==> src/rtl/fpti_pkg.sv <==
// Shared types, constants and command codes of the four point table interpolator.
// Used by every module of the block but fpti_ram; depends on nothing else.
`timescale 1ns / 1ps
`default_nettype none

package fpti_pkg;

   localparam int DEFAULT_TABLE_DEPTH = 256;

   localparam int DATA_W  = 32;
   localparam int ENTRY_W = 8;
   localparam int CSR_W   = 9;

   localparam logic [CSR_W-1:0] TABLE_SIZE_RESET   = 9'd4;
   localparam logic [CSR_W-1:0] LAST_BRACKET_RESET = 9'd1;
   localparam int MIN_TABLE_SIZE = 4;
   localparam int POINTS         = 4;

   // Exact term arithmetic: |y| * three key differences, over three differences.
   localparam int MUL_STEPS = DATA_W;
   localparam int NUM_W     = 4 * DATA_W;
   localparam int DEN_W     = 3 * DATA_W;
   localparam int DVD_W     = NUM_W + 1;
   localparam int DVS_W     = DEN_W + 1;
   localparam int ACC_W     = DVD_W + 3;
   localparam int CNT_W     = 8;

   localparam logic REQ_LOAD  = 1'b0;
   localparam logic REQ_QUERY = 1'b1;

   localparam logic signed [DATA_W-1:0] SAT_MAX = 32'sh7FFF_FFFF;
   localparam logic signed [DATA_W-1:0] SAT_MIN = 32'sh8000_0000;

   typedef struct packed {
      logic                     req_type;
      logic [ENTRY_W-1:0]       entry_index;
      logic signed [DATA_W-1:0] key_value;
      logic signed [DATA_W-1:0] entry_value;
   } req_item_type;

   typedef struct packed {
      logic signed [DATA_W-1:0] result_value;
      logic [CSR_W-1:0]         bracket_index;
      logic                     overflow_flag;
   } rsp_item_type;

   typedef enum logic [4:0] {
      S_IDLE, S_RD1, S_RDN, S_ASC, S_H0_CHK, S_HUP_RD, S_HUP_CHK, S_HDN_RD, S_HDN_CHK,
      S_BIS, S_BIS_CHK, S_DONE, S_FETCH, S_PREP, S_TINIT, S_FINIT, S_MUL, S_DIVI,
      S_DIV, S_ACC, S_OUT
   } ctrl_state_type;

   typedef enum logic [4:0] {
      OP_NONE, OP_LOAD, OP_CAPTURE, OP_KEY1, OP_ASC, OP_HUP_START, OP_HDN_START,
      OP_HUP_STEP, OP_HDN_STEP, OP_SET_ZERO, OP_BIS_STEP, OP_BRACKET, OP_FETCH,
      OP_NUDGE, OP_TERM_INIT, OP_FACTOR_INIT, OP_MUL_STEP, OP_DIV_INIT, OP_DIV_STEP,
      OP_ACCUM, OP_OUT_LOAD
   } dp_op_type;

   typedef enum logic [2:0] {
      ADDR_FIRST, ADDR_LAST, ADDR_LO, ADDR_HI, ADDR_MID, ADDR_FETCH
   } addr_sel_type;

   typedef struct packed {
      dp_op_type    op;
      addr_sel_type addr_sel;
   } dp_cmd_type;

   typedef struct packed {
      logic stale;
      logic hunt_up;
      logic hunt_dn;
      logic bis_right;
      logic lo_is_n;
      logic lo_is_one;
      logic hup_over;
      logic hdn_under;
      logic bis_done;
      logic fetch_done;
      logic zero_den;
      logic mul_last;
      logic factor_last;
      logic div_last;
      logic term_last;
   } dp_status_type;

endpackage

`default_nettype wire

==> src/rtl/fpti_ctrl.sv <==
// Controller state machine: sequences the search, the fetch and the four term evaluations.
// Depends on fpti_pkg; drives the datapath by command and reads its status.
`timescale 1ns / 1ps
`default_nettype none

module fpti_ctrl (
   input  wire logic                    clock,
   input  wire logic                    reset,
   input  wire logic                    req_valid,
   input  wire logic                    req_kind,
   output logic                         req_stall,
   output logic                         rsp_valid,
   input  wire logic                    rsp_stall,
   input  wire fpti_pkg::dp_status_type status,
   output fpti_pkg::dp_cmd_type         cmd
);
   import fpti_pkg::*;

   ctrl_state_type state_ff, state_in;
   logic           rsp_valid_ff, rsp_valid_in;
   logic           rsp_free;

   assign rsp_free = !rsp_valid_ff || !rsp_stall;

   always_ff @(posedge clock) begin
      if (reset) begin
         state_ff     <= S_IDLE;
         rsp_valid_ff <= 1'b0;
      end else begin
         state_ff     <= state_in;
         rsp_valid_ff <= rsp_valid_in;
      end
   end

   always_comb begin
      state_in     = state_ff;
      cmd.op       = OP_NONE;
      cmd.addr_sel = ADDR_LO;
      req_stall    = 1'b1;
      rsp_valid_in = rsp_valid_ff && rsp_stall;
      case (state_ff)
         S_IDLE: begin
            req_stall = 1'b0;
            if (req_valid) begin
               if (req_kind == REQ_LOAD) begin
                  cmd.op = OP_LOAD;
               end else begin
                  cmd.op   = OP_CAPTURE;
                  state_in = S_RD1;
               end
            end
         end
         S_RD1: begin
            cmd.addr_sel = ADDR_FIRST;
            state_in     = S_RDN;
         end
         S_RDN: begin
            cmd.addr_sel = ADDR_LAST;
            cmd.op       = OP_KEY1;
            state_in     = S_ASC;
         end
         S_ASC: begin
            cmd.addr_sel = ADDR_LO;
            cmd.op       = OP_ASC;
            state_in     = status.stale ? S_BIS : S_H0_CHK;
         end
         S_H0_CHK: begin
            if (status.hunt_up) begin
               if (status.lo_is_n) begin
                  state_in = S_DONE;
               end else begin
                  cmd.op   = OP_HUP_START;
                  state_in = S_HUP_RD;
               end
            end else if (status.lo_is_one) begin
               cmd.op   = OP_SET_ZERO;
               state_in = S_DONE;
            end else begin
               cmd.op   = OP_HDN_START;
               state_in = S_HDN_RD;
            end
         end
         S_HUP_RD: begin
            cmd.addr_sel = ADDR_HI;
            state_in     = S_HUP_CHK;
         end
         S_HUP_CHK: begin
            if (status.hunt_up) begin
               cmd.op   = OP_HUP_STEP;
               state_in = status.hup_over ? S_BIS : S_HUP_RD;
            end else begin
               state_in = S_BIS;
            end
         end
         S_HDN_RD: begin
            cmd.addr_sel = ADDR_LO;
            state_in     = S_HDN_CHK;
         end
         S_HDN_CHK: begin
            if (status.hunt_dn) begin
               cmd.op   = OP_HDN_STEP;
               state_in = status.hdn_under ? S_BIS : S_HDN_RD;
            end else begin
               state_in = S_BIS;
            end
         end
         S_BIS: begin
            if (status.bis_done) begin
               state_in = S_DONE;
            end else begin
               cmd.addr_sel = ADDR_MID;
               state_in     = S_BIS_CHK;
            end
         end
         S_BIS_CHK: begin
            cmd.op   = OP_BIS_STEP;
            state_in = S_BIS;
         end
         S_DONE: begin
            cmd.op   = OP_BRACKET;
            state_in = S_FETCH;
         end
         S_FETCH: begin
            cmd.addr_sel = ADDR_FETCH;
            cmd.op       = OP_FETCH;
            if (status.fetch_done) begin
               state_in = S_PREP;
            end
         end
         S_PREP: begin
            cmd.op   = OP_NUDGE;
            state_in = status.zero_den ? S_OUT : S_TINIT;
         end
         S_TINIT: begin
            cmd.op   = OP_TERM_INIT;
            state_in = S_FINIT;
         end
         S_FINIT: begin
            cmd.op   = OP_FACTOR_INIT;
            state_in = S_MUL;
         end
         S_MUL: begin
            cmd.op = OP_MUL_STEP;
            if (status.mul_last) begin
               state_in = status.factor_last ? S_DIVI : S_FINIT;
            end
         end
         S_DIVI: begin
            cmd.op   = OP_DIV_INIT;
            state_in = S_DIV;
         end
         S_DIV: begin
            cmd.op = OP_DIV_STEP;
            if (status.div_last) begin
               state_in = S_ACC;
            end
         end
         S_ACC: begin
            cmd.op   = OP_ACCUM;
            state_in = status.term_last ? S_OUT : S_TINIT;
         end
         S_OUT: begin
            if (rsp_free) begin
               cmd.op       = OP_OUT_LOAD;
               rsp_valid_in = 1'b1;
               state_in     = S_IDLE;
            end
         end
         default: begin
            state_in = S_IDLE;
         end
      endcase
   end

   assign rsp_valid = rsp_valid_ff;

   a_out_delivers: assert property (@(posedge clock) disable iff (reset)
      (state_ff == S_OUT && rsp_free) |=> (rsp_valid_ff && state_ff == S_IDLE))
      else $error("finished query did not reach the result register");

   a_rsp_from_out: assert property (@(posedge clock) disable iff (reset)
      $rose(rsp_valid_ff) |-> ($past(state_ff) == S_OUT))
      else $error("result raised outside the output state");

   a_load_stays_idle: assert property (@(posedge clock) disable iff (reset)
      (state_ff == S_IDLE && req_valid && req_kind == REQ_LOAD) |=> (state_ff == S_IDLE))
      else $error("load item started a query sequence");

endmodule

`default_nettype wire

==> config.mk <==
export PLATFORM = sky130hd
export DESIGN_NAME = fpti_ctrl
export DESIGN_NICKNAME = d
export VERILOG_FILES = /design/src/rtl/fpti_pkg.sv /design/src/rtl/fpti_ctrl.sv
export SDC_FILE = /design/constraint.sdc
export NUM_CORES = 1
export LEC_CHECK = 0
export BUFFER_PORTS_ARGS = -buffer_cell sky130_fd_sc_hd__buf_2
export CORE_AREA = 5 5 50 52
export CTS_CLUSTER_SIZE = 28
export DETAILED_ROUTE_END_ITERATION = 12
export DIE_AREA = 0 0 55 57
export GPL_ROUTABILITY_DRIVEN = 1
export PLACE_DENSITY = 0.76
export SLEW_MARGIN = 20
export SYNTH_ARGS = -nofsm -noshare
export SYNTH_HDL_FRONTEND = slang
export SYNTH_SLANG_ARGS = --single-unit
==> constraint.sdc <==
create_clock -name clock -period 2.9 [get_ports clock]
set_clock_uncertainty 0.1 [all_clocks]
set_input_delay 0.435 -clock clock [delete_from_list [all_inputs] [get_ports clock]]
set_output_delay 0.435 -clock clock [all_outputs]
set_load 0.05 [all_outputs]
==> results.md, run 1 <==
- Filler cell count: 218
- Final Slew Violations: 0
- Area of the multi-input gates: 752 um2
- RSZ-0062 raised after global routing: false
- Via count: 1245
- Synth unique cells: 46
- Headroom to the max-slew limit: 52.1%
- Final WL: 3.01 mm
- Ys flop type: dfxtp_1
- Slew @ Worst Pin: 718 ps
- Flip-flop and latch area: 120 um2
- Crit path required time: 2370 ps
- Die Ht: 57 um
- CTS Buf Count: 3
- Worst reg-to-reg path cell count: 5
- Synth top area share: 12.5%
- Drt via density: 6.32
- Final period util: 94.0%
- Crit path time final: 2720 ps
- Setup TNS: 0 ps
- Area Growth Syn to Fin: 17.3%
- Fin. Hold Viols: 0
- Core area: 2060 um2
- Place WS: 518 ps
- Crit Path Max Fanout: 20
- Clock latency on the worst-skew pair: 260 ps
- Worst r2r dst: state_ff[3]
- Launch point of the worst reg-to-reg path: state_ff[0]
- WP data arrival: 2190 ps
- Register-to-register setup slack: 770 ps
- Fmax: 367 MHz
- Root Buffer: clkbuf_4
- Commonest cells in the netlist: nand2_1, nor2_1, a21oi_1
- DR iter-0 viols: 75
- Setup bufs post-CTS: 0
- Initial core utilization: 46.5%
- Worst Setup SP: state_ff[0]
- Core Rows: 17
- H-Tree Depth: 1
- Setup Viol. Count Final: 0
- Leak: 0.467 nW
- Hold Path Depth: 2
- Synthesized netlist cell count: 144
- Post-route setup slack: 175 ps
- Congestion Overflow GR: 0
- Clock Tree Buf Depth: 2
- Post-Syn Area per Cell: 6.66 um2
- CTS tree: yes
- Worst hold path type: primary input to flip-flop
- Tot GR Track Use: 20.6%
- Post-CTS Resized: 0
- Ratio of cells with drive above 1 in the final layout: 26.6%
- Cell Pwr Density: 349 nW/um2
- Largest net degree at the start of global routing: 30
- Number of remaining DRC errors: 0
- CTS Hold Bufs: 0
- DP HPWL: 2.25 mm
- Setup crit end kind: output pin
- Worst Path Class, Setup: flip-flop to output pin
- WHS Endpoint: state_ff[4]
- ANT cells: 0
- Die area: 3140 um2
- Mapped Area: 960 um2
- Clk slew on worst S/H paths: 50 ps
- Wirelength per Cell: 15.3 um
- Worst vdd ir: 0.265 mV
- Worst Setup Start Kind: flip-flop
- Vias in the first global route: 1041
- Yosys warnings: 0
- Number of flops mapped to enable cells by yosys: 0
- Initial antenna violation count: 0
- RD Place Congestion: 0.952
- IO Count: 30
- Sequential element share of the synthesized area: 12.5%
- Top post-synthesis cells by area: dfxtp_1, nand2_1, a21oi_1, o21ai_0, nor2_1
- Outcome: complete, no violations
- DRT antenna net count: 0
- Number of synthesized register bits: 6
- Nets: 191
- Post-Syn Nets: 164
- Drt first pass iters: 4
- Clk sink count: 6
- Die Span X: 55 um
- Max-cap viol count: 0
- Hold wc startpoint: reset
- Cell taking the most area after synthesis: dfxtp_1
- Async set-reset flop share out of synthesis: 0%
- Global-route wire length before repair: 4.76 mm
- I/O Buffers: 28
- Most frequent cell after synthesis: nand2_1
kinds of logic after synthesis:
family / after synthesis / share of synthesized area, %
mux: 1 / 1.04
flops: 6 / 12.5
buf+inv: 17 / 9.13
simple gates: 68 / 37.4
compound gates: 52 / 39.9
how the worst max path moves through the flow:
stage | end | cells past startpoint | slack (ps)
floorplan | cmd[4] | 5 | 190
global placement | cmd[3] | 5 | 510
detailed placement | cmd[3] | 5 | 520
CTS | cmd[3] | 5 | 220
global route | cmd[3] | 5 | 60
finish | cmd[3] | 5 | 180
through the flow:
stage / instances / hold WS, ps / area [um2] / total power [mW] / utilization [%]
finish: 197 / 314 / 1130 / 0.393 / 54.6
global route: 197 / 317 / 1130 / 0.421 / 54.6
CTS: 197 / 301 / 1130 / 0.394 / 54.6
detailed placement: 194 / 471 / 1100 / 0.308 / 53.5
global placement: 194 / 455 / 1100 / 0.306 / 53.5
floorplan: 144 / 404 / 960 / 0.257 / -
placed cells by master (no fill, tap or decap), types with 2 or more instances in the layout:
cell type / n
buf_2: 28
nand2_1: 18
nor2_1: 12
a21oi_1: 11
o21ai_0: 9
inv_1: 7
nand2b_1: 7
nor2b_1: 6
dfxtp_1: 6
nor3_1: 4
or3_1: 4
buf_4: 4
nor2_2: 3
a2bb2oi_1: 3
nand3_1: 3
o221a_2: 3
o22ai_1: 3
a31oi_1: 3
o2111ai_1: 3
clkbuf_4: 3
nor4_1: 2
o211ai_1: 2
a22oi_1: 2
nor3b_1: 2
o311ai_2: 2
registers in the layout, indices dropped and copies added, names as in the netlist:
register,cells
rsp_valid,1
state_ff,5
metal layers:
metal	vias to the layer above	global-route usage (%)	routed length [um]
met2	81	30.6	1400
met3	10	4.70	291
li1	597	-	-
met5	-	0	0
met4	0	9.03	63
met1	557	27.9	1260
critical path, cell delays in order, from the launching register on:
cell and delay, ps:
dfxtp_1 780, nand2_1 230, or3_1 410, o221a_2 140
o221ai_1 70, buf_2 300
report_power, final:
group | total [mW] | switching [mW] | internal [mW]
Combinational | 0.202 | 0.131 | 0.0710
Sequential | 0.109 | 0.0218 | 0.0867
Clock | 0.0827 | 0.0355 | 0.0472
cell type report:
type / count / area share, %
clock buffers: 3 / 2.00
inverters: 7 / 2.33
multi-input cells: 121 / 66.8
flip-flops and latches: 6 / 10.7
well taps: 28 / 3.11
repair buffers: 32 / 15.1
(Power assumes the default switching activity.)
==> inputs of run 2 (changes only) <==
- CORE_AREA: 5 5 50 52 -> 5 5 49 51
- DIE_AREA: 0 0 55 57 -> 0 0 54 56
- PLACE_DENSITY: 0.76 -> 0.79
==> run 2 against run 1 <==
  * Final cell count unchanged
  * Final area increased by 0.56%
  * Routed wire length decreased by 0.70%
  * Largest cell class unchanged
==> results.md, run 2 (synthesized netlist as in run 1, its figures left out) <==
- Drt via density: 6.26 (-0.96%)
- Congestion Overflow GR: 0 (unchanged)
- Hold Path Depth: 2 (unchanged)
- DP HPWL: 2.33 mm (+3.6%)
- Ratio of cells with drive above 1 in the final layout: 27.1% (+0.43 points)
- Worst vdd ir: 0.400 mV (+51%)
- Crit-path slowest cell: dfxtp_1
- Root Buffer: clkbuf_4
- Met1 wire length: 1.17 mm (-6.7%)
- IO Count: 30 (unchanged)
- Nets: 192 (+0.52%)
- Fin. Hold Viols: 0 (unchanged)
- Final WL: 2.99 mm (-0.70%)
- Setup crit end kind: output pin
- Setup TNS: 0 ps (unchanged)
- Register-to-register setup slack: 800 ps (+30 ps)
- Register bank with the most flops: state_ff
- Tot GR Track Use: 20.5% (-0.091 points)
- Final period util: 92.8% (-1.2 points)
- Drt first pass iters: 4 (unchanged)
- Slew @ Worst Pin: 714 ps (-3.41 ps)
- RSZ-0062 raised after global routing: false
- Launch point of the worst reg-to-reg path: state_ff[0]
- Clk sink count: 6 (unchanged)
- CTS Hold Bufs: 0 (unchanged)
- Final Slew Violations: 0 (unchanged)
- Most frequent cells in the layout: buf_2, nand2_1, nor2_1, a21oi_1, o21ai_0
- WHS Endpoint: rsp_valid
- Wirelength per Cell: 15.2 um (-0.70%)
- Area after DPL: 1110 um2 (+0.57%)
- Worst Path Class, Setup: flip-flop to output pin
- Max reg flops: 5 (unchanged)
- CTS Buf Count: 3 (unchanged)
- Global-route wire length before repair: 4.89 mm (+2.6%)
- Filler cell count: 198 (-9.2%)
- Cell Pwr Density: 340 nW/um2 (-2.5%)
- Worst Setup Start Kind: flip-flop
- Worst r2r dst: state_ff[2]
- CP cell instances: nand2_1 > or3_1 > o221a_2 > o221ai_1 > buf_2
- Clock latency on the worst-skew pair: 240 ps (-20 ps)
- RD Place Congestion: 0.967 (+1.6%)
- Die Ht: 56 um (-1.8%)
- Worst hold path type: primary input to flip-flop
- CTS tree: yes
- Clk slew on worst S/H paths: 40 ps (about the same)
- Clock Tree Buf Depth: 2 (unchanged)
- Number of remaining DRC errors: 0 (unchanged)
- DR WL met3: 332 um (+14%)
- Hold wc startpoint: reset
- Delay of the slowest cell on the worst path: 770 ps (about the same)
- ANT cells: 0 (unchanged)
- Fin area: 1130 um2 (+0.56%)
- Crit path required time: 2370 ps (about the same)
- DRT antenna net count: 0 (unchanged)
- Setup Viol. Count Final: 0 (unchanged)
- Die area: 3020 um2 (-3.5%)
- Outcome: complete, no violations
- Initial core utilization: 50.5% (+3.9 points)
- Leak: 0.473 nW (+1.2%)
- Setup bufs post-CTS: 0 (unchanged)
- Fmax: 372 MHz (+1.3%)
- Post-CTS Resized: 0 (unchanged)
- Worst reg-to-reg path cell count: 5 (unchanged)
- Max-cap viol count: 0 (unchanged)
- DR iter-0 viols: 55 (-27%)
- Via count: 1233 (-0.96%)
- Core area: 1900 um2 (-7.8%)
- Core Rows: 16 (-1)
- Crit path time final: 2690 ps (-34.2 ps)
- Headroom to the max-slew limit: 52.3% (+0.23 points)
- Met2 routed WL: 1.44 mm (+2.6%)
- Die Span X: 54 um (-1.8%)
- Crit Path Max Fanout: 20 (unchanged)
- Initial antenna violation count: 0 (unchanged)
- Vias in the first global route: 1131 (+8.6%)
- WP data arrival: 2160 ps (-30 ps)
- Largest net degree at the start of global routing: 21 (-30%)
- Leading cell type in the layout, fill and taps excluded: buf_2
- Top layer in use: met4
- H-Tree Depth: 1 (unchanged)
- I/O Buffers: 28 (unchanged)
- Area Growth Syn to Fin: 18.0%
==> run 2: cell types whose count changed in the layout (fill, tap and decap cells not counted), sizes merged <==
cell,previous run,this run
buf,32,33
==> run 2: metrics by stage <==
step / std cells / utilization, % / setup slack [ps] / power, mW / hold WS (ps)
after floorplan: 144 / - / 185 / 0.257 / 404
after global placement: 194 / 58.4 / 513 / 0.306 / 447
after detailed placement: 194 / 58.4 / 509 / 0.309 / 452
after CTS: 197 / 59.5 / 226 / 0.387 / 306
after global routing: 197 / 59.5 / 52.8 / 0.413 / 321
final: 197 / 59.5 / 209 / 0.385 / 313
==> run 2: worst max-delay path by stage <==
stage	startpoint	endpoint	cells after the start
after global routing	state_ff[0]	cmd[3]	5
final	state_ff[0]	cmd[3]	5
after CTS	state_ff[0]	cmd[3]	5
after floorplan	state_ff[1]	cmd[4]	5
after global placement	state_ff[0]	cmd[3]	5
after detailed placement	state_ff[0]	cmd[3]	5
==> run 2: where the power goes <==
part	internal, mW	switching, mW
Combinational	0.0712	0.130
Clock	0.0467	0.0282
Sequential	0.0868	0.0220
==> run 2: per-layer routing <==
metal | global-route usage [%] | vias up
met5 | 0 | -
met4 | 6.05 | 0
met3 | 5.63 | 7
met2 | 32.0 | 75
met1 | 26.8 | 554
li1 | - | 597
==> run 2: final cells by class <==
| type | instances | area [um2] | share of cell area [%] |
|---|---|---|---|
| multi-input combinational | 121 | 752 | 66.4 |
| timing repair buffer | 33 | 178 | 15.7 |
| sequential | 6 | 120 | 10.6 |
| tap | 27 | 33.8 | 2.98 |
| inverter | 7 | 26.3 | 2.32 |
| clock buffer | 3 | 22.5 | 1.99 |
==> run 2: worst max-delay path, delay by kind of cell, from the launching register on <==
kind	cells	cell delay, ps
DFF	1	770
and+or+nand+nor	2	630
buffers and inverters	1	300
AOI/OAI and AO/OA	2	210
==> inputs of run 3 (changes only) <==
- PLACE_DENSITY: 0.79 -> 0.83
==> run 3 against run 2 <==
  * Routed wire length up 3.6%
  * Critical path depth up 1
  * Sequential share of layout area down 0.070 points
  * Core utilization up 0.39 points
  * Final cell count up 0.51%
  * Non-clock buffer count up 1
  * Fmax up 5.6%
  * Count of clock-buffer cells in the layout unchanged
  * Critical endpoint unchanged
  * Highest routed layer unchanged
==> results.md, run 3 (synthesized netlist as in run 1, its figures left out) <==
- Outcome: complete, no violations
- CTS Buf Count: 3 (unchanged)
- Vias in the first global route: 1166 (+3.1%)
- Via count: 1243 (+0.81%)
- Worst vdd ir: 0.206 mV (-49%)
- Slew @ Worst Pin: 451 ps (-264 ps)
- CTS tree: yes
- Launch point of the worst reg-to-reg path: state_ff[1]
- Congestion Overflow GR: 0 (unchanged)
- Global-route wire length before repair: 5.30 mm (+8.5%)
- Core Rows: 16 (unchanged)
- Worst Setup Start Kind: flip-flop
- Clk sink count: 6 (unchanged)
- WP data arrival: 2010 ps (-150 ps)
- Initial core utilization: 50.5% (unchanged)
- Final WL: 3.10 mm (+3.6%)
- CTS Hold Bufs: 0 (unchanged)
- Area Growth Syn to Fin: 18.8%
- Worst r2r dst: state_ff[3]
- Setup bufs post-CTS: 0 (unchanged)
- Hold Path Depth: 2 (unchanged)
- Fmax: 393 MHz (+5.6%)
- Flip-flop and latch area: 120 um2 (unchanged)
- Hold wc startpoint: reset
- Clock latency on the worst-skew pair: 240 ps (about the same)
- Crit Path Max Fanout: 12 (-40%)
- Leak: 0.478 nW (+1.1%)
- H-Tree Depth: 1 (unchanged)
- Clock share of power: 19.4% (about the same)
- Largest net degree at the start of global routing: 30 (+43%)
- Drt via density: 6.28 (+0.30%)
- Ratio of cells with drive above 1 in the final layout: 27.5% (+0.43 points)
- Drt first pass iters: 5 (+1)
- Root Buffer: clkbuf_4
- Setup crit end kind: output pin
- Combinational Power Share: 55.0% (+2.7 points)
- Register bank with the most flops: state_ff
- Setup TNS: 0 ps (unchanged)
- DP HPWL: 2.43 mm (+4.2%)
- Delay of the slowest cell on the worst path: 440 ps (-330 ps)
- Filler cell count: 183 (-7.6%)
- Crit path required time: 2370 ps (about the same)
- Worst reg-to-reg path cell count: 5 (unchanged)
- Setup Viol. Count Final: 0 (unchanged)
- Switching pwr: 182 uW (+1.1%)
- Number of remaining DRC errors: 0 (unchanged)
- Most frequent cells in the layout: buf_2, nand2_1, nor2_1, a21oi_1, o21ai_0
- Buf+Inv Stages, Crit Path: 1 (unchanged)
- Max-cap viol count: 0 (unchanged)
- Crit-path slowest cell: dfxtp_1
- Register-to-register setup slack: 890 ps (+90 ps)
- Post-CTS Resized: 0 (unchanged)
- Max reg flops: 5 (unchanged)
- DR iter-0 viols: 72 (+31%)
- Fin. Hold Viols: 0 (unchanged)
- Final period util: 87.8% (-4.9 points)
- Worst hold path type: primary input to flip-flop
- Die Span X: 54 um (unchanged)
- IO Count: 30 (unchanged)
- Nets: 193 (+0.52%)
- Core area: 1900 um2 (unchanged)
- Sw frac: 46.6% (-0.22 points)
- RSZ-0062 raised after global routing: false
- RD Place Congestion: 0.933 (-3.5%)
- Clk slew on worst S/H paths: 50 ps (about the same)
- DRT antenna net count: 0 (unchanged)
- Crit path time final: 2550 ps (-143 ps)
- ANT cells: 0 (unchanged)
- Leading cell type in the layout, fill and taps excluded: buf_2
- WHS Endpoint: state_ff[4]
- Wirelength per Cell: 15.7 um (+3.1%)
- Clock Tree Buf Depth: 2 (unchanged)
- I/O Buffers: 28 (unchanged)
- Tot GR Track Use: 22.5% (+2.0 points)
- Area of the multi-input gates: 752 um2 (unchanged)
- Final Slew Violations: 0 (unchanged)
- Sequential share of power: 25.6% (-2.7 points)
- Crit path max-delay family: simple AND/OR/NAND/NOR gates
- Cell Pwr Density: 343 nW/um2 (+0.90%)
- Die Ht: 56 um (unchanged)
- Headroom to the max-slew limit: 69.9% (+18 points)
- Place WS: 650 ps (+141 ps)
- CP cell instances: or2b_1 > nor2_2 > nand2_1 > o221a_2 > o221ai_1 > buf_2
- Worst Path Class, Setup: flip-flop to output pin
- Die area: 3020 um2 (unchanged)
- Post-route setup slack: 353 ps (+143 ps)
- Initial antenna violation count: 0 (unchanged)
- Internal: 209 uW (+2.0%)
==> run 3: layer usage <==
metal | wire, um | global-route usage (%) | vias to the layer above
met2 | 1430 | 34.3 | 95
met4 | 51 | 5.69 | 0
met3 | 384 | 2.95 | 10
li1 | - | - | 600
met1 | 1230 | 32.6 | 538
met5 | 0 | 0 | -
==> run 3: power by group through the flow <==
stage | Sequential (mW) | Combinational (mW) | Clock (mW)
detailed placement | 0.101 | 0.212 | 0
finish | 0.100 | 0.215 | 0.0757
floorplan | 0.0898 | 0.167 | 0
CTS | 0.0996 | 0.213 | 0.0793
global placement | 0.101 | 0.213 | 0
global route | 0.101 | 0.234 | 0.0843
==> run 3: per-stage QoR <==
stage               std cells  utilization, %  hold WS [ps]  area (um2)  power (mW)
finish                    198            59.9           317        1140       0.391
global route              198            59.9           327        1140       0.419
CTS                       198            59.9           310        1140       0.392
detailed placement        195            58.8           427        1120       0.313
global placement          195            58.8           424        1120       0.314
floorplan                 144               -           404         960       0.257
==> run 3: worst max-delay path by stage <==
stage                           start     end  slack, ps  cells past startpoint
after detailed placement  state_ff[1]  cmd[3]        650                      6
final                     state_ff[1]  cmd[3]        350                      6
after global placement    state_ff[1]  cmd[3]        670                      6
after floorplan           state_ff[1]  cmd[4]        190                      5
after global routing      state_ff[0]  cmd[1]        250                      7
after CTS                 state_ff[1]  cmd[3]        380                      6
==> run 3: cell type report <==
class / instances / area share (%)
inverters: 7 / 2.31
flip-flops and latches: 6 / 10.5
well taps: 27 / 2.96
clock buffers: 3 / 1.98
multi-input cells: 121 / 66.0
repair buffers: 34 / 16.2
==> run 3: worst register-to-register path, cell delays in order (launching register included) <==
cell and delay, ps:
dfxtp_1 440, nor2_1 310, nand2_1 220, o311ai_2 430, nor2_1 130, o221a_2 280
